File: src/rtl/fdfa_pkg.sv
// fdfa_pkg: shared types and codes for the fifo dispatcher
// command codes, status codes, controller states and the serving-slot record
// no dependencies
`default_nettype none

package fdfa_pkg;

  localparam int USER_W     = 16;
  localparam int AGENT_W    = 5;
  localparam int AGENT_IN_W = 8;
  localparam int CMD_W      = 2;
  localparam int STATUS_W   = 4;
  localparam int CFG_W      = 5;

  // agents_in_use after reset
  localparam logic [CFG_W-1:0] CFG_AGENTS_RST = 5'd16;

  typedef enum logic [CMD_W-1:0] {
    CMD_JOIN      = 2'd0,
    CMD_SERVE     = 2'd1,
    CMD_REL_AGENT = 2'd2,
    CMD_REL_USER  = 2'd3
  } cmd_t;

  typedef enum logic [STATUS_W-1:0] {
    STAT_JOINED     = 4'd0,
    STAT_DUP        = 4'd1,
    STAT_EMPTY      = 4'd2,
    STAT_NO_AGENT   = 4'd3,
    STAT_SERVED     = 4'd4,
    STAT_FREED      = 4'd5,
    STAT_ALREADY    = 4'd6,
    STAT_AGENT_UNK  = 4'd7,
    STAT_RELEASED   = 4'd8,
    STAT_USER_UNK   = 4'd9,
    STAT_QUEUE_FULL = 4'd10,
    STAT_TABLE_FULL = 4'd11
  } status_t;

  typedef enum logic [1:0] {
    S_IDLE,
    S_TSCAN,
    S_QSCAN,
    S_FINISH
  } state_t;

  // one serving-table entry
  typedef struct packed {
    logic              vld;
    logic [USER_W-1:0]  user;
    logic [AGENT_W-1:0] agent;
  } slot_t;

  // shift enables for the two cell chains
  typedef struct packed {
    logic q_shift;
    logic t_shift;
  } chain_ctl_t;

endpackage

`default_nettype wire

File: src/rtl/fdfa_qcell.sv
// fdfa_qcell: one cell of the waiting-queue ring
// holds one user id, takes its neighbor's value on shift; uses fdfa_pkg
`default_nettype none

module fdfa_qcell (
  input  wire logic                        clk,
  input  wire logic                        shift,
  input  wire logic [fdfa_pkg::USER_W-1:0] d_in,
  output logic      [fdfa_pkg::USER_W-1:0] q_out
);

  logic [fdfa_pkg::USER_W-1:0] user_r;

  // payload only, no reset
  always_ff @(posedge clk) begin
    if (shift) begin
      user_r <= d_in;
    end
  end

  assign q_out = user_r;

endmodule

`default_nettype wire

File: src/rtl/fdfa_scell.sv
// fdfa_scell: one cell of the serving-table ring
// holds a valid bit, user id and agent, takes its neighbor's entry on shift; uses fdfa_pkg
`default_nettype none

module fdfa_scell (
  input  wire logic            clk,
  input  wire logic            rst_n,
  input  wire logic            shift,
  input  wire fdfa_pkg::slot_t d_in,
  output fdfa_pkg::slot_t      q_out
);

  logic                           vld_r;
  logic [fdfa_pkg::USER_W-1:0]  user_r;
  logic [fdfa_pkg::AGENT_W-1:0] agent_r;

  // valid bit cleared at reset
  always_ff @(posedge clk) begin
    if (!rst_n) begin
      vld_r <= 1'b0;
    end else if (shift) begin
      vld_r <= d_in.vld;
    end
  end

  // payload
  always_ff @(posedge clk) begin
    if (shift) begin
      user_r  <= d_in.user;
      agent_r <= d_in.agent;
    end
  end

  assign q_out = '{vld: vld_r, user: user_r, agent: agent_r};

endmodule

`default_nettype wire

File: src/rtl/fdfa_ctrl.sv
// fdfa_ctrl: command sequencer of the fifo dispatcher
// looks at the head cell of each ring while the rings rotate, keeps counts,
// agent busy flags, config and the result register; uses fdfa_pkg
`default_nettype none

module fdfa_ctrl #(
  parameter int QUEUE_DEPTH = 64,
  parameter int MAX_AGENTS  = 16,
  parameter int SERVE_SLOTS = 32
) (
  input  wire logic                            clk,
  input  wire logic                            rst_n,
  input  wire logic                            in_valid,
  output logic                                 in_ready,
  input  wire logic [fdfa_pkg::CMD_W-1:0]      in_command,
  input  wire logic [fdfa_pkg::USER_W-1:0]     in_user_id,
  input  wire logic [fdfa_pkg::AGENT_IN_W-1:0] in_agent_id,
  output logic                                 out_valid,
  input  wire logic                            out_ready,
  output logic      [fdfa_pkg::STATUS_W-1:0]   out_status,
  output logic      [fdfa_pkg::AGENT_W-1:0]    out_agent_out,
  output logic      [fdfa_pkg::USER_W-1:0]     out_user_out,
  input  wire logic                            cfg_wr_en,
  input  wire logic [fdfa_pkg::CFG_W-1:0]      cfg_wr_data,
  input  wire logic [fdfa_pkg::USER_W-1:0]     q_head,
  input  wire fdfa_pkg::slot_t                 t_head,
  output fdfa_pkg::chain_ctl_t                 chain_ctl,
  output logic      [fdfa_pkg::USER_W-1:0]     q_wdata,
  output fdfa_pkg::slot_t                      t_wdata
);

  localparam int QCW    = $clog2(QUEUE_DEPTH + 1);
  localparam int SCW    = $clog2(SERVE_SLOTS + 1);
  localparam int MAXD   = (QUEUE_DEPTH > SERVE_SLOTS) ? QUEUE_DEPTH : SERVE_SLOTS;
  localparam int CNT_W  = $clog2(MAXD);
  localparam logic [CNT_W-1:0] Q_LAST = CNT_W'(QUEUE_DEPTH - 1);
  localparam logic [CNT_W-1:0] S_LAST = CNT_W'(SERVE_SLOTS - 1);
  localparam logic [QCW-1:0]   Q_FULL = QCW'(QUEUE_DEPTH);
  localparam logic [SCW-1:0]   S_FULL = SCW'(SERVE_SLOTS);

  localparam int UW = fdfa_pkg::USER_W;
  localparam int AW = fdfa_pkg::AGENT_W;

  fdfa_pkg::state_t  state_r, state_nxt;
  fdfa_pkg::cmd_t    cmd_r, cmd_nxt;
  logic [UW-1:0]     user_r, user_nxt;
  logic [CNT_W-1:0]  cnt_r, cnt_nxt;
  logic              hit_r, hit_nxt;
  fdfa_pkg::status_t res_status_r, res_status_nxt;
  logic [AW-1:0]     res_agent_r, res_agent_nxt;
  logic [UW-1:0]     res_user_r, res_user_nxt;
  logic [QCW-1:0]    wcount_r, wcount_nxt;
  logic [SCW-1:0]    scount_r, scount_nxt;
  logic [MAX_AGENTS-1:0] busy_r, busy_nxt;
  logic [fdfa_pkg::CFG_W-1:0] cfg_agents_r, cfg_agents_nxt;
  logic              out_valid_r, out_valid_nxt;
  fdfa_pkg::status_t out_status_r, out_status_nxt;
  logic [AW-1:0]     out_agent_r, out_agent_nxt;
  logic [UW-1:0]     out_user_r, out_user_nxt;

  fdfa_pkg::cmd_t    in_cmd;
  logic              accept;
  logic              out_free;
  logic [AW-1:0]     eff_agents;
  logic [MAX_AGENTS-1:0] avail, low_free, rel_mask, slot_mask;
  logic [AW-1:0]     free_agent;
  logic              rel_ok;
  logic              serve_ok;
  logic              t_match;
  logic              q_match;
  logic              q_at_tail;
  logic              dup;

  assign in_cmd   = fdfa_pkg::cmd_t'(in_command);
  assign accept   = in_valid && in_ready;
  assign out_free = !out_valid_r || out_ready;

  // agent count clamped to the built number of agents
  assign eff_agents = (8'(cfg_agents_r) > 8'(MAX_AGENTS)) ? AW'(MAX_AGENTS) : cfg_agents_r;

  // free agents and agent masks
  always_comb begin
    for (int i = 0; i < MAX_AGENTS; i++) begin
      avail[i]     = !busy_r[i] && (8'(i) < 8'(eff_agents));
      rel_mask[i]  = (8'(i + 1) == in_agent_id);
      slot_mask[i] = (8'(i + 1) == 8'(t_head.agent));
    end
  end

  // lowest free agent, one-hot, then its number
  assign low_free = avail & (~avail + MAX_AGENTS'(1));
  always_comb begin
    free_agent = '0;
    for (int i = 0; i < MAX_AGENTS; i++) begin
      free_agent = free_agent | ({AW{low_free[i]}} & AW'(i + 1));
    end
  end

  assign rel_ok    = (in_agent_id != '0) && (in_agent_id <= 8'(eff_agents));
  assign serve_ok  = (wcount_r != '0) && (free_agent != '0) && (scount_r != S_FULL);
  assign t_match   = t_head.vld && (t_head.user == user_r);
  assign q_match   = (QCW'(cnt_r) < wcount_r) && (q_head == user_r);
  assign q_at_tail = (QCW'(cnt_r) == wcount_r);
  assign dup       = hit_r || q_match;

  // next state
  always_comb begin
    state_nxt = state_r;
    case (state_r)
      fdfa_pkg::S_IDLE: begin
        if (accept) begin
          case (in_cmd)
            fdfa_pkg::CMD_JOIN:      state_nxt = fdfa_pkg::S_TSCAN;
            fdfa_pkg::CMD_SERVE:     state_nxt = serve_ok ? fdfa_pkg::S_TSCAN
                                                          : fdfa_pkg::S_FINISH;
            fdfa_pkg::CMD_REL_AGENT: state_nxt = fdfa_pkg::S_FINISH;
            fdfa_pkg::CMD_REL_USER:  state_nxt = fdfa_pkg::S_TSCAN;
            default:                 state_nxt = fdfa_pkg::S_IDLE;
          endcase
        end
      end
      fdfa_pkg::S_TSCAN: begin
        if (cnt_r == S_LAST) begin
          state_nxt = (cmd_r == fdfa_pkg::CMD_JOIN) ? fdfa_pkg::S_QSCAN : fdfa_pkg::S_FINISH;
        end
      end
      fdfa_pkg::S_QSCAN: begin
        if (cnt_r == Q_LAST) begin
          state_nxt = fdfa_pkg::S_FINISH;
        end
      end
      fdfa_pkg::S_FINISH: begin
        if (out_free) begin
          state_nxt = fdfa_pkg::S_IDLE;
        end
      end
      default: state_nxt = fdfa_pkg::S_IDLE;
    endcase
  end

  // ring control and write-back of the head cells
  always_comb begin
    in_ready          = (state_r == fdfa_pkg::S_IDLE);
    chain_ctl.q_shift = (state_r == fdfa_pkg::S_QSCAN) ||
                        (accept && (in_cmd == fdfa_pkg::CMD_SERVE) && serve_ok);
    chain_ctl.t_shift = (state_r == fdfa_pkg::S_TSCAN);
    // new user goes in at the tail position once all entries were seen
    q_wdata = q_head;
    if ((state_r == fdfa_pkg::S_QSCAN) && q_at_tail && !hit_r) begin
      q_wdata = user_r;
    end
    t_wdata = t_head;
    case (cmd_r)
      fdfa_pkg::CMD_SERVE: begin
        if (!t_head.vld && !hit_r) begin
          t_wdata = '{vld: 1'b1, user: user_r, agent: res_agent_r};
        end
      end
      fdfa_pkg::CMD_REL_USER: begin
        if (t_match && !hit_r) begin
          t_wdata.vld = 1'b0;
        end
      end
      default: t_wdata = t_head;
    endcase
  end

  // datapath and bookkeeping
  always_comb begin
    cmd_nxt        = cmd_r;
    user_nxt       = user_r;
    cnt_nxt        = cnt_r;
    hit_nxt        = hit_r;
    res_status_nxt = res_status_r;
    res_agent_nxt  = res_agent_r;
    res_user_nxt   = res_user_r;
    wcount_nxt     = wcount_r;
    scount_nxt     = scount_r;
    busy_nxt       = busy_r;
    cfg_agents_nxt = cfg_wr_en ? cfg_wr_data : cfg_agents_r;
    out_valid_nxt  = out_valid_r && !out_ready;
    out_status_nxt = out_status_r;
    out_agent_nxt  = out_agent_r;
    out_user_nxt   = out_user_r;

    case (state_r)
      fdfa_pkg::S_IDLE: begin
        if (accept) begin
          cmd_nxt       = in_cmd;
          user_nxt      = in_user_id;
          hit_nxt       = 1'b0;
          cnt_nxt       = '0;
          res_agent_nxt = '0;
          res_user_nxt  = '0;
          case (in_cmd)
            fdfa_pkg::CMD_SERVE: begin
              if (wcount_r == '0) begin
                res_status_nxt = fdfa_pkg::STAT_EMPTY;
              end else if (free_agent == '0) begin
                res_status_nxt = fdfa_pkg::STAT_NO_AGENT;
              end else if (scount_r == S_FULL) begin
                res_status_nxt = fdfa_pkg::STAT_TABLE_FULL;
              end else begin
                // pop the head and claim the agent now, slot is filled in the scan
                res_status_nxt = fdfa_pkg::STAT_SERVED;
                res_agent_nxt  = free_agent;
                res_user_nxt   = q_head;
                user_nxt       = q_head;
                busy_nxt       = busy_r | low_free;
                wcount_nxt     = wcount_r - QCW'(1);
                scount_nxt     = scount_r + SCW'(1);
              end
            end
            fdfa_pkg::CMD_REL_AGENT: begin
              if (!rel_ok) begin
                res_status_nxt = fdfa_pkg::STAT_AGENT_UNK;
              end else begin
                res_agent_nxt = in_agent_id[AW-1:0];
                if ((busy_r & rel_mask) != '0) begin
                  res_status_nxt = fdfa_pkg::STAT_FREED;
                  busy_nxt       = busy_r & ~rel_mask;
                end else begin
                  res_status_nxt = fdfa_pkg::STAT_ALREADY;
                end
              end
            end
            fdfa_pkg::CMD_REL_USER: begin
              res_status_nxt = fdfa_pkg::STAT_USER_UNK;
            end
            default: begin
              res_status_nxt = fdfa_pkg::STAT_JOINED;
            end
          endcase
        end
      end
      fdfa_pkg::S_TSCAN: begin
        cnt_nxt = (cnt_r == S_LAST) ? '0 : cnt_r + CNT_W'(1);
        case (cmd_r)
          fdfa_pkg::CMD_JOIN: begin
            if (t_match) begin
              hit_nxt = 1'b1;
            end
          end
          fdfa_pkg::CMD_SERVE: begin
            if (!t_head.vld) begin
              hit_nxt = 1'b1;
            end
          end
          fdfa_pkg::CMD_REL_USER: begin
            if (t_match && !hit_r) begin
              hit_nxt        = 1'b1;
              res_status_nxt = fdfa_pkg::STAT_RELEASED;
              res_agent_nxt  = t_head.agent;
              res_user_nxt   = user_r;
              busy_nxt       = busy_r & ~slot_mask;
              scount_nxt     = scount_r - SCW'(1);
            end
          end
          default: hit_nxt = hit_r;
        endcase
      end
      fdfa_pkg::S_QSCAN: begin
        cnt_nxt = (cnt_r == Q_LAST) ? '0 : cnt_r + CNT_W'(1);
        if (q_match) begin
          hit_nxt = 1'b1;
        end
        // decide the join once the whole queue went by
        if (cnt_r == Q_LAST) begin
          res_agent_nxt = '0;
          res_user_nxt  = user_r;
          if (dup) begin
            res_status_nxt = fdfa_pkg::STAT_DUP;
          end else if (wcount_r == Q_FULL) begin
            res_status_nxt = fdfa_pkg::STAT_QUEUE_FULL;
          end else begin
            res_status_nxt = fdfa_pkg::STAT_JOINED;
            wcount_nxt     = wcount_r + QCW'(1);
          end
        end
      end
      fdfa_pkg::S_FINISH: begin
        if (out_free) begin
          out_valid_nxt  = 1'b1;
          out_status_nxt = res_status_r;
          out_agent_nxt  = res_agent_r;
          out_user_nxt   = res_user_r;
        end
      end
      default: cnt_nxt = '0;
    endcase
  end

  // control registers
  always_ff @(posedge clk) begin
    if (!rst_n) begin
      state_r      <= fdfa_pkg::S_IDLE;
      cnt_r        <= '0;
      hit_r        <= 1'b0;
      wcount_r     <= '0;
      scount_r     <= '0;
      busy_r       <= '0;
      cfg_agents_r <= fdfa_pkg::CFG_AGENTS_RST;
      out_valid_r  <= 1'b0;
    end else begin
      state_r      <= state_nxt;
      cnt_r        <= cnt_nxt;
      hit_r        <= hit_nxt;
      wcount_r     <= wcount_nxt;
      scount_r     <= scount_nxt;
      busy_r       <= busy_nxt;
      cfg_agents_r <= cfg_agents_nxt;
      out_valid_r  <= out_valid_nxt;
    end
  end

  // payload registers
  always_ff @(posedge clk) begin
    cmd_r        <= cmd_nxt;
    user_r       <= user_nxt;
    res_status_r <= res_status_nxt;
    res_agent_r  <= res_agent_nxt;
    res_user_r   <= res_user_nxt;
    out_status_r <= out_status_nxt;
    out_agent_r  <= out_agent_nxt;
    out_user_r   <= out_user_nxt;
  end

  assign out_valid     = out_valid_r;
  assign out_status    = out_status_r;
  assign out_agent_out = out_agent_r;
  assign out_user_out  = out_user_r;

endmodule

`default_nettype wire

File: src/rtl/fifo_dispatch_to_free_agents.sv
// fifo_dispatch_to_free_agents: top level of the fifo dispatcher
// two rings of cells (waiting queue, serving table) around one sequencer;
// uses fdfa_pkg, fdfa_qcell, fdfa_scell, fdfa_ctrl
//
// Usage
//   in_*  : one request per accept (in_valid & in_ready): command, user id, agent id.
//   out_* : one result per request: status, agent, user; held until out_ready.
//   cfg_* : cfg_wr_en writes agents_in_use at once; write only while idle.
// Steps per request
//   release agent : no ring turn; the result is registered from the finish state
//   serve, release user : a whole turn of the serving-table ring, then finish
//   serve that fails its checks : as release agent
//   join : a whole turn of the serving-table ring, then of the waiting queue, then finish
//   The steps are set by the rings: each lookup rotates a whole ring past the
//   sequencer, one cell a cycle, and a join walks both rings.
// One request is in work at a time; in_ready is high when the sequencer is idle,
// also while an earlier result still waits in the output register.
// Stall: a finished result waits in the sequencer until the output register frees.
// Reset (rst_n low, synchronous): queue empty, all agents free, table slots invalid,
// agents_in_use back to 16, no result pending.
`default_nettype none

module fifo_dispatch_to_free_agents #(
  parameter int QUEUE_DEPTH = 64,
  parameter int MAX_AGENTS  = 16,
  parameter int SERVE_SLOTS = 32
) (
  input  wire logic                            clk,
  input  wire logic                            rst_n,
  input  wire logic                            in_valid,
  output logic                                 in_ready,
  input  wire logic [fdfa_pkg::CMD_W-1:0]      in_command,
  input  wire logic [fdfa_pkg::USER_W-1:0]     in_user_id,
  input  wire logic [fdfa_pkg::AGENT_IN_W-1:0] in_agent_id,
  output logic                                 out_valid,
  input  wire logic                            out_ready,
  output logic      [fdfa_pkg::STATUS_W-1:0]   out_status,
  output logic      [fdfa_pkg::AGENT_W-1:0]    out_agent_out,
  output logic      [fdfa_pkg::USER_W-1:0]     out_user_out,
  input  wire logic                            cfg_wr_en,
  input  wire logic [fdfa_pkg::CFG_W-1:0]      cfg_wr_data
);

  logic [fdfa_pkg::USER_W-1:0] q_data [QUEUE_DEPTH];
  fdfa_pkg::slot_t             t_data [SERVE_SLOTS];
  logic [fdfa_pkg::USER_W-1:0] q_wdata;
  fdfa_pkg::slot_t             t_wdata;
  fdfa_pkg::chain_ctl_t        chain_ctl;

  // sequencer
  fdfa_ctrl #(
    .QUEUE_DEPTH (QUEUE_DEPTH),
    .MAX_AGENTS  (MAX_AGENTS),
    .SERVE_SLOTS (SERVE_SLOTS)
  ) u_ctrl (
    .clk           (clk),
    .rst_n         (rst_n),
    .in_valid      (in_valid),
    .in_ready      (in_ready),
    .in_command    (in_command),
    .in_user_id    (in_user_id),
    .in_agent_id   (in_agent_id),
    .out_valid     (out_valid),
    .out_ready     (out_ready),
    .out_status    (out_status),
    .out_agent_out (out_agent_out),
    .out_user_out  (out_user_out),
    .cfg_wr_en     (cfg_wr_en),
    .cfg_wr_data   (cfg_wr_data),
    .q_head        (q_data[0]),
    .t_head        (t_data[0]),
    .chain_ctl     (chain_ctl),
    .q_wdata       (q_wdata),
    .t_wdata       (t_wdata)
  );

  // waiting queue ring, head at cell 0
  for (genvar i = 0; i < QUEUE_DEPTH; i++) begin : g_qcell
    if (i == QUEUE_DEPTH - 1) begin : g_last
      fdfa_qcell u_cell (
        .clk   (clk),
        .shift (chain_ctl.q_shift),
        .d_in  (q_wdata),
        .q_out (q_data[i])
      );
    end else begin : g_mid
      fdfa_qcell u_cell (
        .clk   (clk),
        .shift (chain_ctl.q_shift),
        .d_in  (q_data[i+1]),
        .q_out (q_data[i])
      );
    end
  end

  // serving table ring, cell 0 seen by the sequencer
  for (genvar i = 0; i < SERVE_SLOTS; i++) begin : g_scell
    if (i == SERVE_SLOTS - 1) begin : g_last
      fdfa_scell u_cell (
        .clk   (clk),
        .rst_n (rst_n),
        .shift (chain_ctl.t_shift),
        .d_in  (t_wdata),
        .q_out (t_data[i])
      );
    end else begin : g_mid
      fdfa_scell u_cell (
        .clk   (clk),
        .rst_n (rst_n),
        .shift (chain_ctl.t_shift),
        .d_in  (t_data[i+1]),
        .q_out (t_data[i])
      );
    end
  end

endmodule

`default_nettype wire

File: config.mk
export PLATFORM = sky130hd
export DESIGN_NAME = fifo_dispatch_to_free_agents
export DESIGN_NICKNAME = d
export VERILOG_FILES = /design/src/rtl/fdfa_pkg.sv /design/src/rtl/fdfa_qcell.sv /design/src/rtl/fdfa_scell.sv /design/src/rtl/fdfa_ctrl.sv /design/src/rtl/fifo_dispatch_to_free_agents.sv
export SDC_FILE = /design/constraint.sdc
export NUM_CORES = 1
export LEC_CHECK = 0
export BUFFER_PORTS_ARGS = -buffer_cell sky130_fd_sc_hd__buf_2
export CORE_MARGIN = 2
export CORE_UTILIZATION = 50
export CTS_CLUSTER_DIAMETER = 50
export DETAILED_ROUTE_END_ITERATION = 7
export GPL_ROUTABILITY_DRIVEN = 0
export HOLD_SLACK_MARGIN = 0.08
export PLACE_DENSITY = 0.65
export SLEW_MARGIN = 20
export SYNTH_ARGS = -nofsm -noshare
export SYNTH_HDL_FRONTEND = slang
export SYNTH_SLANG_ARGS = --single-unit
File: constraint.sdc
create_clock -name clk -period 188.9 [get_ports clk]
set_input_delay 28.335 -clock clk [delete_from_list [all_inputs] [get_ports clk]]
set_output_delay 28.335 -clock clk [all_outputs]
set_load 0.005 [all_outputs]
==> results of run 1 <==
-- stage by stage --
step                cell area (um2)  cells  power (mW)
finish                        68100   4545        1.10
global route                  68100   4545        1.15
CTS                           68000   4544        1.12
detailed placement            62000   4213       0.754
global placement              62000   4213       0.749
floorplan                     59700   2645       0.949
-- cell families after synthesis --
family,after synthesis
compound gates,231
xor+xnor,45
mux,84
buf+inv,113
simple gates,300
fa+ha+maj,32
flops,1840
-- worst min-delay path by stage --
stage                                        startpoint                                   to  slack (ps)  depth (start not counted)
finish              g_scell[18].g_mid.u_cell.user_r[12]  g_scell[17].g_mid.u_cell.user_r[12]         370                          0
global route         g_scell[14].g_mid.u_cell.user_r[1]   g_scell[13].g_mid.u_cell.user_r[1]         370                          0
CTS                 g_scell[18].g_mid.u_cell.user_r[12]  g_scell[17].g_mid.u_cell.user_r[12]         360                          0
detailed placement    g_qcell[1].g_mid.u_cell.q_out[12]    g_qcell[0].g_mid.u_cell.q_out[12]         400                          0
global placement      g_qcell[5].g_mid.u_cell.q_out[13]    g_qcell[4].g_mid.u_cell.q_out[13]         400                          0
floorplan              g_qcell[1].g_mid.u_cell.q_out[0]     g_qcell[0].g_mid.u_cell.q_out[0]         400                          0
-- power breakdown --
group	switching (mW)	leakage (nW)	internal, mW
Clock	0.148	2.94	0.207
Sequential	0.0383	17.0	0.619
Combinational	0.0717	2.15	0.0179
Total	0.258	22.1	0.845
-- cell usage in the layout, fill, tap and decap left out, drive strengths merged, types with 16 or more instances in the layout --
cell,instances
dfxtp,76
nand3,24
xnor2,33
nor4,16
nand2,78
clkbuf,217
a31oi,18
clkinv,78
mux2i,47
edfxtp,1764
o31ai,22
inv,69
buf,88
nor2b,46
ha,30
mux2,37
o21ai,54
bufinv,20
nor3,23
nor2,57
a21oi,56
-- synth_stat cells, types with 5 or more instances --
| cell type | n | area (um2) |
|---|---|---|
| inv_1 | 57 | 214 |
| nor4_1 | 14 | 87.6 |
| nand4_1 | 8 | 50.1 |
| clkbuf_1 | 37 | 139 |
| o21ai_0 | 50 | 250 |
| a21oi_1 | 55 | 275 |
| xnor2_1 | 33 | 289 |
| nand2b_1 | 10 | 62.6 |
| edfxtp_1 | 1764 | 53000 |
| xor2_1 | 12 | 105 |
| a21o_1 | 9 | 67.6 |
| nand3_1 | 23 | 115 |
| nand2_1 | 78 | 293 |
| o221ai_1 | 5 | 43.8 |
| nor2_1 | 57 | 214 |
| mux2_2 | 37 | 417 |
| buf_2 | 9 | 45.0 |
| dfxtp_1 | 76 | 1520 |
| and3_1 | 5 | 31.3 |
| a211oi_1 | 7 | 52.6 |
| buf_1 | 5 | 18.8 |
| o22ai_1 | 15 | 93.8 |
| or3_1 | 10 | 62.6 |
| nor3_1 | 21 | 105 |
| a31oi_1 | 17 | 106 |
| nor2b_1 | 46 | 288 |
| o31ai_1 | 21 | 158 |
| mux2i_1 | 47 | 470 |
| ha_1 | 30 | 375 |
-- registers in the layout (all words and copies together) (netlist names), 7 cells and up --
register / cells
g_qcell.g_last.u_cell.q_out: 16
u_ctrl.out_user_out: 16
g_qcell.g_mid.u_cell.q_out: 1008
g_scell.g_mid.u_cell.vld_r: 31
u_ctrl.wcount_r: 7
g_scell.g_last.u_cell.user_r: 16
g_scell.g_mid.u_cell.agent_r: 155
u_ctrl.user_r: 16
u_ctrl.res_user_r: 16
u_ctrl.busy_r: 16
g_scell.g_mid.u_cell.user_r: 496
-- layout make-up --
cell class,instances,area [um2],area share [%]
Timing Repair Buffer,88,552,0.811
Tap cell,1536,1920,2.82
Sequential cell,1840,54500,80.1
Multi-Input combinational cell,692,4840,7.12
Clock buffer,217,4710,6.92
Clock inverter,114,1330,1.95
Inverter,58,218,0.320
-- critical path, stage by stage --
cell and delay, ps:
buf_2 130, inv_1 130, ha_1 230, and3_1 310, nand2_2 620, o21ai_4 330
buf_4 790, buf_4 870, buf_6 700, buf_4 920
-- routing by layer --
layer  part of all wire (%)  track usage [%]  vias up
met3                    6.4             3.06      184
met4                    2.7             5.96        0
met5                      0                0        -
met1                     49             21.9    11990
met2                     42             18.4      682
li1                       -                -    10862
==> impl_metrics.py, run 1 <==
metrics = {
    "floorplan": {
        "dieArea_um2": 122000,
        "core_region_area_um2": 118000,
        "die_w_um": 350,
        "start_util_pct": 50.5,
        "pin_count": 63,
        "die_h_um": 350,
        "rows": 126,
    },
    "synthesis": {
        "syn_nets": 2713,
        "synthesis.area_um2": 59700,
        "post_synth_num_cell_types": 78,
        "syn_inst": 2645,
        "synthXorXnorAreaFrac_pct": 0.660,
        "synth_seq_cells": 1840,
        "yosysSeqAreaShare_pct": 91.2,
        "ys.flop_type": "edfxtp_1",
        "synth_compound_area_share_pct": 2.56,
        "yosysWarnings": 0,
        "synth_top_family_by_area": "simple AND/OR/NAND/NOR gates",
        "synth_edf_count": 1764,
        "avgSynthCellArea_um2": 22.6,
        "async_reset_ff_share_pct": 0,
        "synth_adder_area_share_pct": 0.695,
        "synth_mux_area_share_pct": 1.48,
        "yosys.area_share.simple_pct": 2.62,
    },
    "worst_setup_path": {
        "cp.required_ps": 189280,
        "endpoint_kind": "flip-flop",
        "timing.rr.start": "u_ctrl.cfg_agents_r[4]",
        "path_class": "input pin to flip-flop",
        "crit_path_start_kind": "input pin",
        "r2r_cells": 12,
        "worstPathArrival_ps": 33560,
        "crit_start": "in_command[1]",
        "endpoint": "g_qcell[34].g_mid.u_cell.q_out[4]",
        "rrSetupSlack_ps": 181450,
        "worstPathMaxFanout": 93,
        "r2r_end": "g_qcell[34].g_mid.u_cell.q_out[4]",
    },
    "global_route": {
        "grt_pass1_vias": 22988,
        "grt_pass1_wl_um": 131000,
        "overflow": 0,
        "grt_usage_pct": 13.8,
        "antenna_found_initial": 5,
        "grt_max_degree": 103,
    },
    "clock_tree": {
        "cts_max_path_buffers": 3,
        "clk_pin_slew_worst_paths_ps": 60,
        "ctsRootBufferMaster": "clkbuf_16",
        "cts-resized-gates": 0,
        "cts_tree": "built",
        "cts_setup_buffers": 0,
        "cts_inserted_buffers": 178,
        "h-tree-depth": 4,
        "clkLatencyLatePin_ps": 790,
        "holdBufCountCts": 0,
        "cts_sinks": 1840,
    },
    "cells_and_area": {
        "num_antenna_cells": 0,
        "nFillCells": 8340,
        "drive_gt1_share_pct": 13.9,
        "final_core_util_pct": 57.6,
        "layout-area-overhead-vs-synth_pct": 13.9,
        "nets": 2926,
    },
    "detailed_routing": {
        "postRouteAntennaNets": 0,
        "viasPerCell": 5.22,
        "num_vias": 23718,
        "drc": 0,
        "wl_per_cell_um": 18.6,
        "drtPass1Iterations": 6,
        "routed_wl_um": 84700,
        "drt_iter0_drc": 2958,
    },
    "timing": {
        "period_share_pct": 17.6,
        "final.min_clock_period_ps": 33180,
        "drv_slew": 0,
        "fin_ws_ps": 155720,
        "worst_pin_slew_ps": 1030,
        "relSlewSlack_pct": 31.0,
        "fin_worst_skew_ps": 62.3,
        "holdWs_ps": 367,
        "rsz0062_at_grt": "no",
        "fin_tns_setup_ps": 0,
        "report.final.setup_viol": 0,
        "hold_viol_final": 0,
        "fmax_ghz": 0.0301,
    },
    "run": {
        "maxCapViolations": 0,
    },
    "power": {
        "vdd_drop_max_mv": 0.0104,
        "p_per_area_nw_per_um2": 16.2,
        "p_leak_nw": 22.1,
    },
    "place": {
        "numPortBuffers": 62,
        "dp_hpwl_um": 44900,
        "pre_cts_slack_ps": 154390,
    },
    "status": {
        "run_status": "completed",
    },
    "min_path": {
        "holdCritPathClass": "flip-flop to flip-flop",
    },
}
Note: power is estimated with default switching activity, not from simulation.
==> run 2, diff against run 1 <==
- ABC_AREA: default -> 1
- clock period: 188.9 -> 33.8 ns (I/O delays scaled with it)
==> run 2 against run 1 <==
Clock skew is 37 ps lower. Combinational power rose to 8.7 times the previous value. Register-to-register slack got worse by 150000 ps. Die area rose by 0.55%. Clock power increased to 5.1 times the previous value. First-iteration DRC count rose by 7.0%. Core utilization down 0.84 points. Area after synthesis is 0.56% higher.
==> impl_metrics.py, run 2 <==
metrics = {
    "worst_setup_path": {
        "max_stage_delay_ps": 890,
        "r2r_cells": 12,
        "worstPathMaxFanout": 208,
        "crit_path_start_kind": "input pin",
        "cp.required_ps": 34190,
        "endpoint_kind": "flip-flop",
        "slowest_stage": "buf_4",
        "worstPathArrival_ps": 10090,
        "path_class": "input pin to flip-flop",
        "timing.rr.start": "u_ctrl.cfg_agents_r[2]",
        "r2r_end": "g_qcell[40].g_mid.u_cell.q_out[11]",
        "rrSetupSlack_ps": 27880,
        "crit_chain": "buf_2 -> inv_1 -> ha_1 -> inv_1 -> nor2_1 -> nand2_1 -> inv_1 -> nand2_2 -> o21ai_4 -> buf_4 -> buf_4 -> buf_4 -> buf_12",
    },
    "run": {
        "maxCapViolations": 0,
    },
    "floorplan": {
        "core_region_area_um2": 119000,
        "die_w_um": 351,
        "dieArea_um2": 123000,
        "start_util_pct": 50.3,
        "pin_count": 63,
        "rows": 127,
        "die_h_um": 351,
    },
    "power": {
        "p_leak_nw": 22.1,
        "p_per_area_nw_per_um2": 90.3,
        "vdd_drop_max_mv": 0.0826,
    },
    "global_route": {
        "grt_pass1_wl_um": 130000,
        "overflow": 0,
        "grt_max_degree": 231,
        "grt_pass1_vias": 22759,
        "antenna_found_initial": 6,
        "grt_usage_pct": 13.8,
    },
    "synthesis": {
        "yosysTopAreaCellShare_pct": 88.2,
        "synth_top_cell_by_area": "edfxtp_1",
        "yosysMostFrequentCell": "edfxtp_1",
        "yosysWarnings": 0,
        "ys_top_cells_by_count": "1764 x edfxtp_1, 337 x nand2_1, 198 x nor2_1",
        "avgSynthCellArea_um2": 19.8,
        "syn_nets": 3095,
        "synth_edf_count": 1764,
        "synthesis.area_um2": 60100,
        "synth_area_leaders": "edfxtp_1 88%, dfxtp_1 2.5%, nand2_1 2.1%, nor2_1 1.2%, o21ai_0 1.1%",
        "yosysSeqAreaShare_pct": 90.7,
        "synth_seq_cells": 1840,
        "async_reset_ff_share_pct": 0,
        "post_synth_num_cell_types": 49,
        "ys.flop_type": "edfxtp_1",
        "syn_inst": 3027,
    },
    "clock_tree": {
        "cts_sinks": 1840,
        "h-tree-depth": 4,
        "cts-resized-gates": 0,
        "cts_tree": "built",
        "holdBufCountCts": 0,
        "clkLatencyLatePin_ps": 790,
        "cts_setup_buffers": 0,
        "cts_max_path_buffers": 3,
        "cts_inserted_buffers": 170,
        "ctsRootBufferMaster": "clkbuf_16",
        "clk_pin_slew_worst_paths_ps": 60,
    },
    "timing": {
        "fmax_ghz": 0.103,
        "fin_tns_setup_ps": 0,
        "drv_slew": 0,
        "period_share_pct": 28.7,
        "worst_pin_slew_ps": 1080,
        "relSlewSlack_pct": 27.8,
        "fin_worst_skew_ps": 25.6,
        "rsz0062_at_grt": "no",
        "final.min_clock_period_ps": 9700,
        "report.final.setup_viol": 0,
        "hold_viol_final": 0,
    },
    "cells_and_area": {
        "drive_gt1_share_pct": 10.3,
        "largest_reg_flops": 1008,
        "post-route-cell-area_um2": 67800,
        "layout-area-overhead-vs-synth_pct": 12.8,
        "nFillCells": 8797,
        "multiInputGateArea_um2": 4830,
        "layout_common_cells": "1764 x edfxtp_1, 337 x nand2_1, 198 x nor2_1, 173 x clkbuf_16, 142 x inv_1",
        "final_common_cell": "edfxtp_1",
        "seq_area_um2": 54500,
        "nets": 3303,
    },
    "min_path": {
        "holdCritPathClass": "flip-flop to flip-flop",
        "hold_path_end": "g_qcell[16].g_mid.u_cell.q_out[9]",
        "min_path_cells": 0,
        "hold_start": "g_qcell[17].g_mid.u_cell.q_out[9]",
    },
    "place": {
        "numPortBuffers": 62,
        "post_dp_cell_area_um2": 62400,
        "dp_hpwl_um": 46600,
    },
    "detailed_routing": {
        "drc": 0,
        "num_vias": 24854,
        "postRouteAntennaNets": 0,
        "drt_iter0_drc": 3164,
        "drtPass1Iterations": 6,
        "viasPerCell": 4.99,
        "wl_per_cell_um": 17.1,
        "routed_wl_um": 85400,
    },
    "status": {
        "run_status": "completed",
    },
}
## run 2: cell types whose count changed after synthesis, sizes merged, moves of 21 or more
cell,before,now
o31ai,22,1
xnor2,33,3
nor2,57,206
o21ai,54,139
nor2b,46,0
mux2,37,1
nand2,78,346
mux2i,47,0
inv,58,147
a21oi,56,85
nand3,24,94
## run 2: layout make-up
type | instances | area share (%)
inverters | 149 | 0.836
clock buffers | 213 | 6.65
well taps | 1612 | 2.98
repair buffers | 83 | 0.818
multi-input cells | 991 | 7.12
diodes | 1 | 0.00369
flip-flops and latches | 1840 | 80.4
clock inverters | 95 | 1.20
## run 2: logic make-up after synthesis
group           synth area share (%)
fa+ha+maj                      0.691
xor+xnor                       0.204
simple gates                    4.89
buf+inv                         1.30
compound gates                  2.19
flops                           90.7
mux                           0.0187
## run 2: where the power goes
| part | internal, mW | switching [mW] | total [mW] |
|---|---|---|---|
| clock | 1.01 | 0.791 | 1.80 |
| sequential | 3.37 | 0.173 | 3.55 |
| combinational | 0.142 | 0.635 | 0.777 |
| total | 4.52 | 1.60 | 6.12 |
## run 2: worst max-delay path: cells and delay by family
kind | cells | cell delay, ps
AOI/OAI and AO/OA | 1 | 260
and+or+nand+nor | 3 | 690
buffers and inverters | 8 | 3560
adders and majority gates | 1 | 210
## run 2: how the worst max path moves through the flow
stage,startpoint,endpoint,slack (ps),cells after the start
3_5_place_dp,in_command[1],g_qcell[28].g_mid.u_cell.q_out[11],23310,13
6_report,in_command[1],g_qcell[40].g_mid.u_cell.q_out[11],24100,13
4_1_cts,in_command[1],g_qcell[28].g_mid.u_cell.q_out[11],24180,13
5_1_grt,in_command[1],g_qcell[39].g_mid.u_cell.q_out[11],23720,13
3_3_place_gp,in_command[1],g_qcell[30].g_mid.u_cell.q_out[11],23430,13
2_1_floorplan,in_command[1],g_qcell[0].g_mid.u_cell.q_out[0],370,9
## run 2: metal layers
metal	global-route usage, %	part of all wire (%)	wire [um]	up-vias
met3	3.68	7.6	6530	208
met5	0	0.048	41	-
met4	6.78	3.6	3040	8
li1	-	-	-	11753
met1	22.4	49	42200	12181
met2	17.0	39	33600	704
## run 2: through the flow
step	setup slack (ps)	total power [mW]	hold slack, ps	util, %	cells
after floorplan	366	4.92	400	-	3027
after global placement	23430	4.35	400	52.2	4674
after detailed placement	23310	4.37	405	52.2	4674
after CTS	24180	6.20	409	56.7	4982
after global routing	23720	6.43	413	56.7	4983
final	24100	6.12	401	56.7	4984
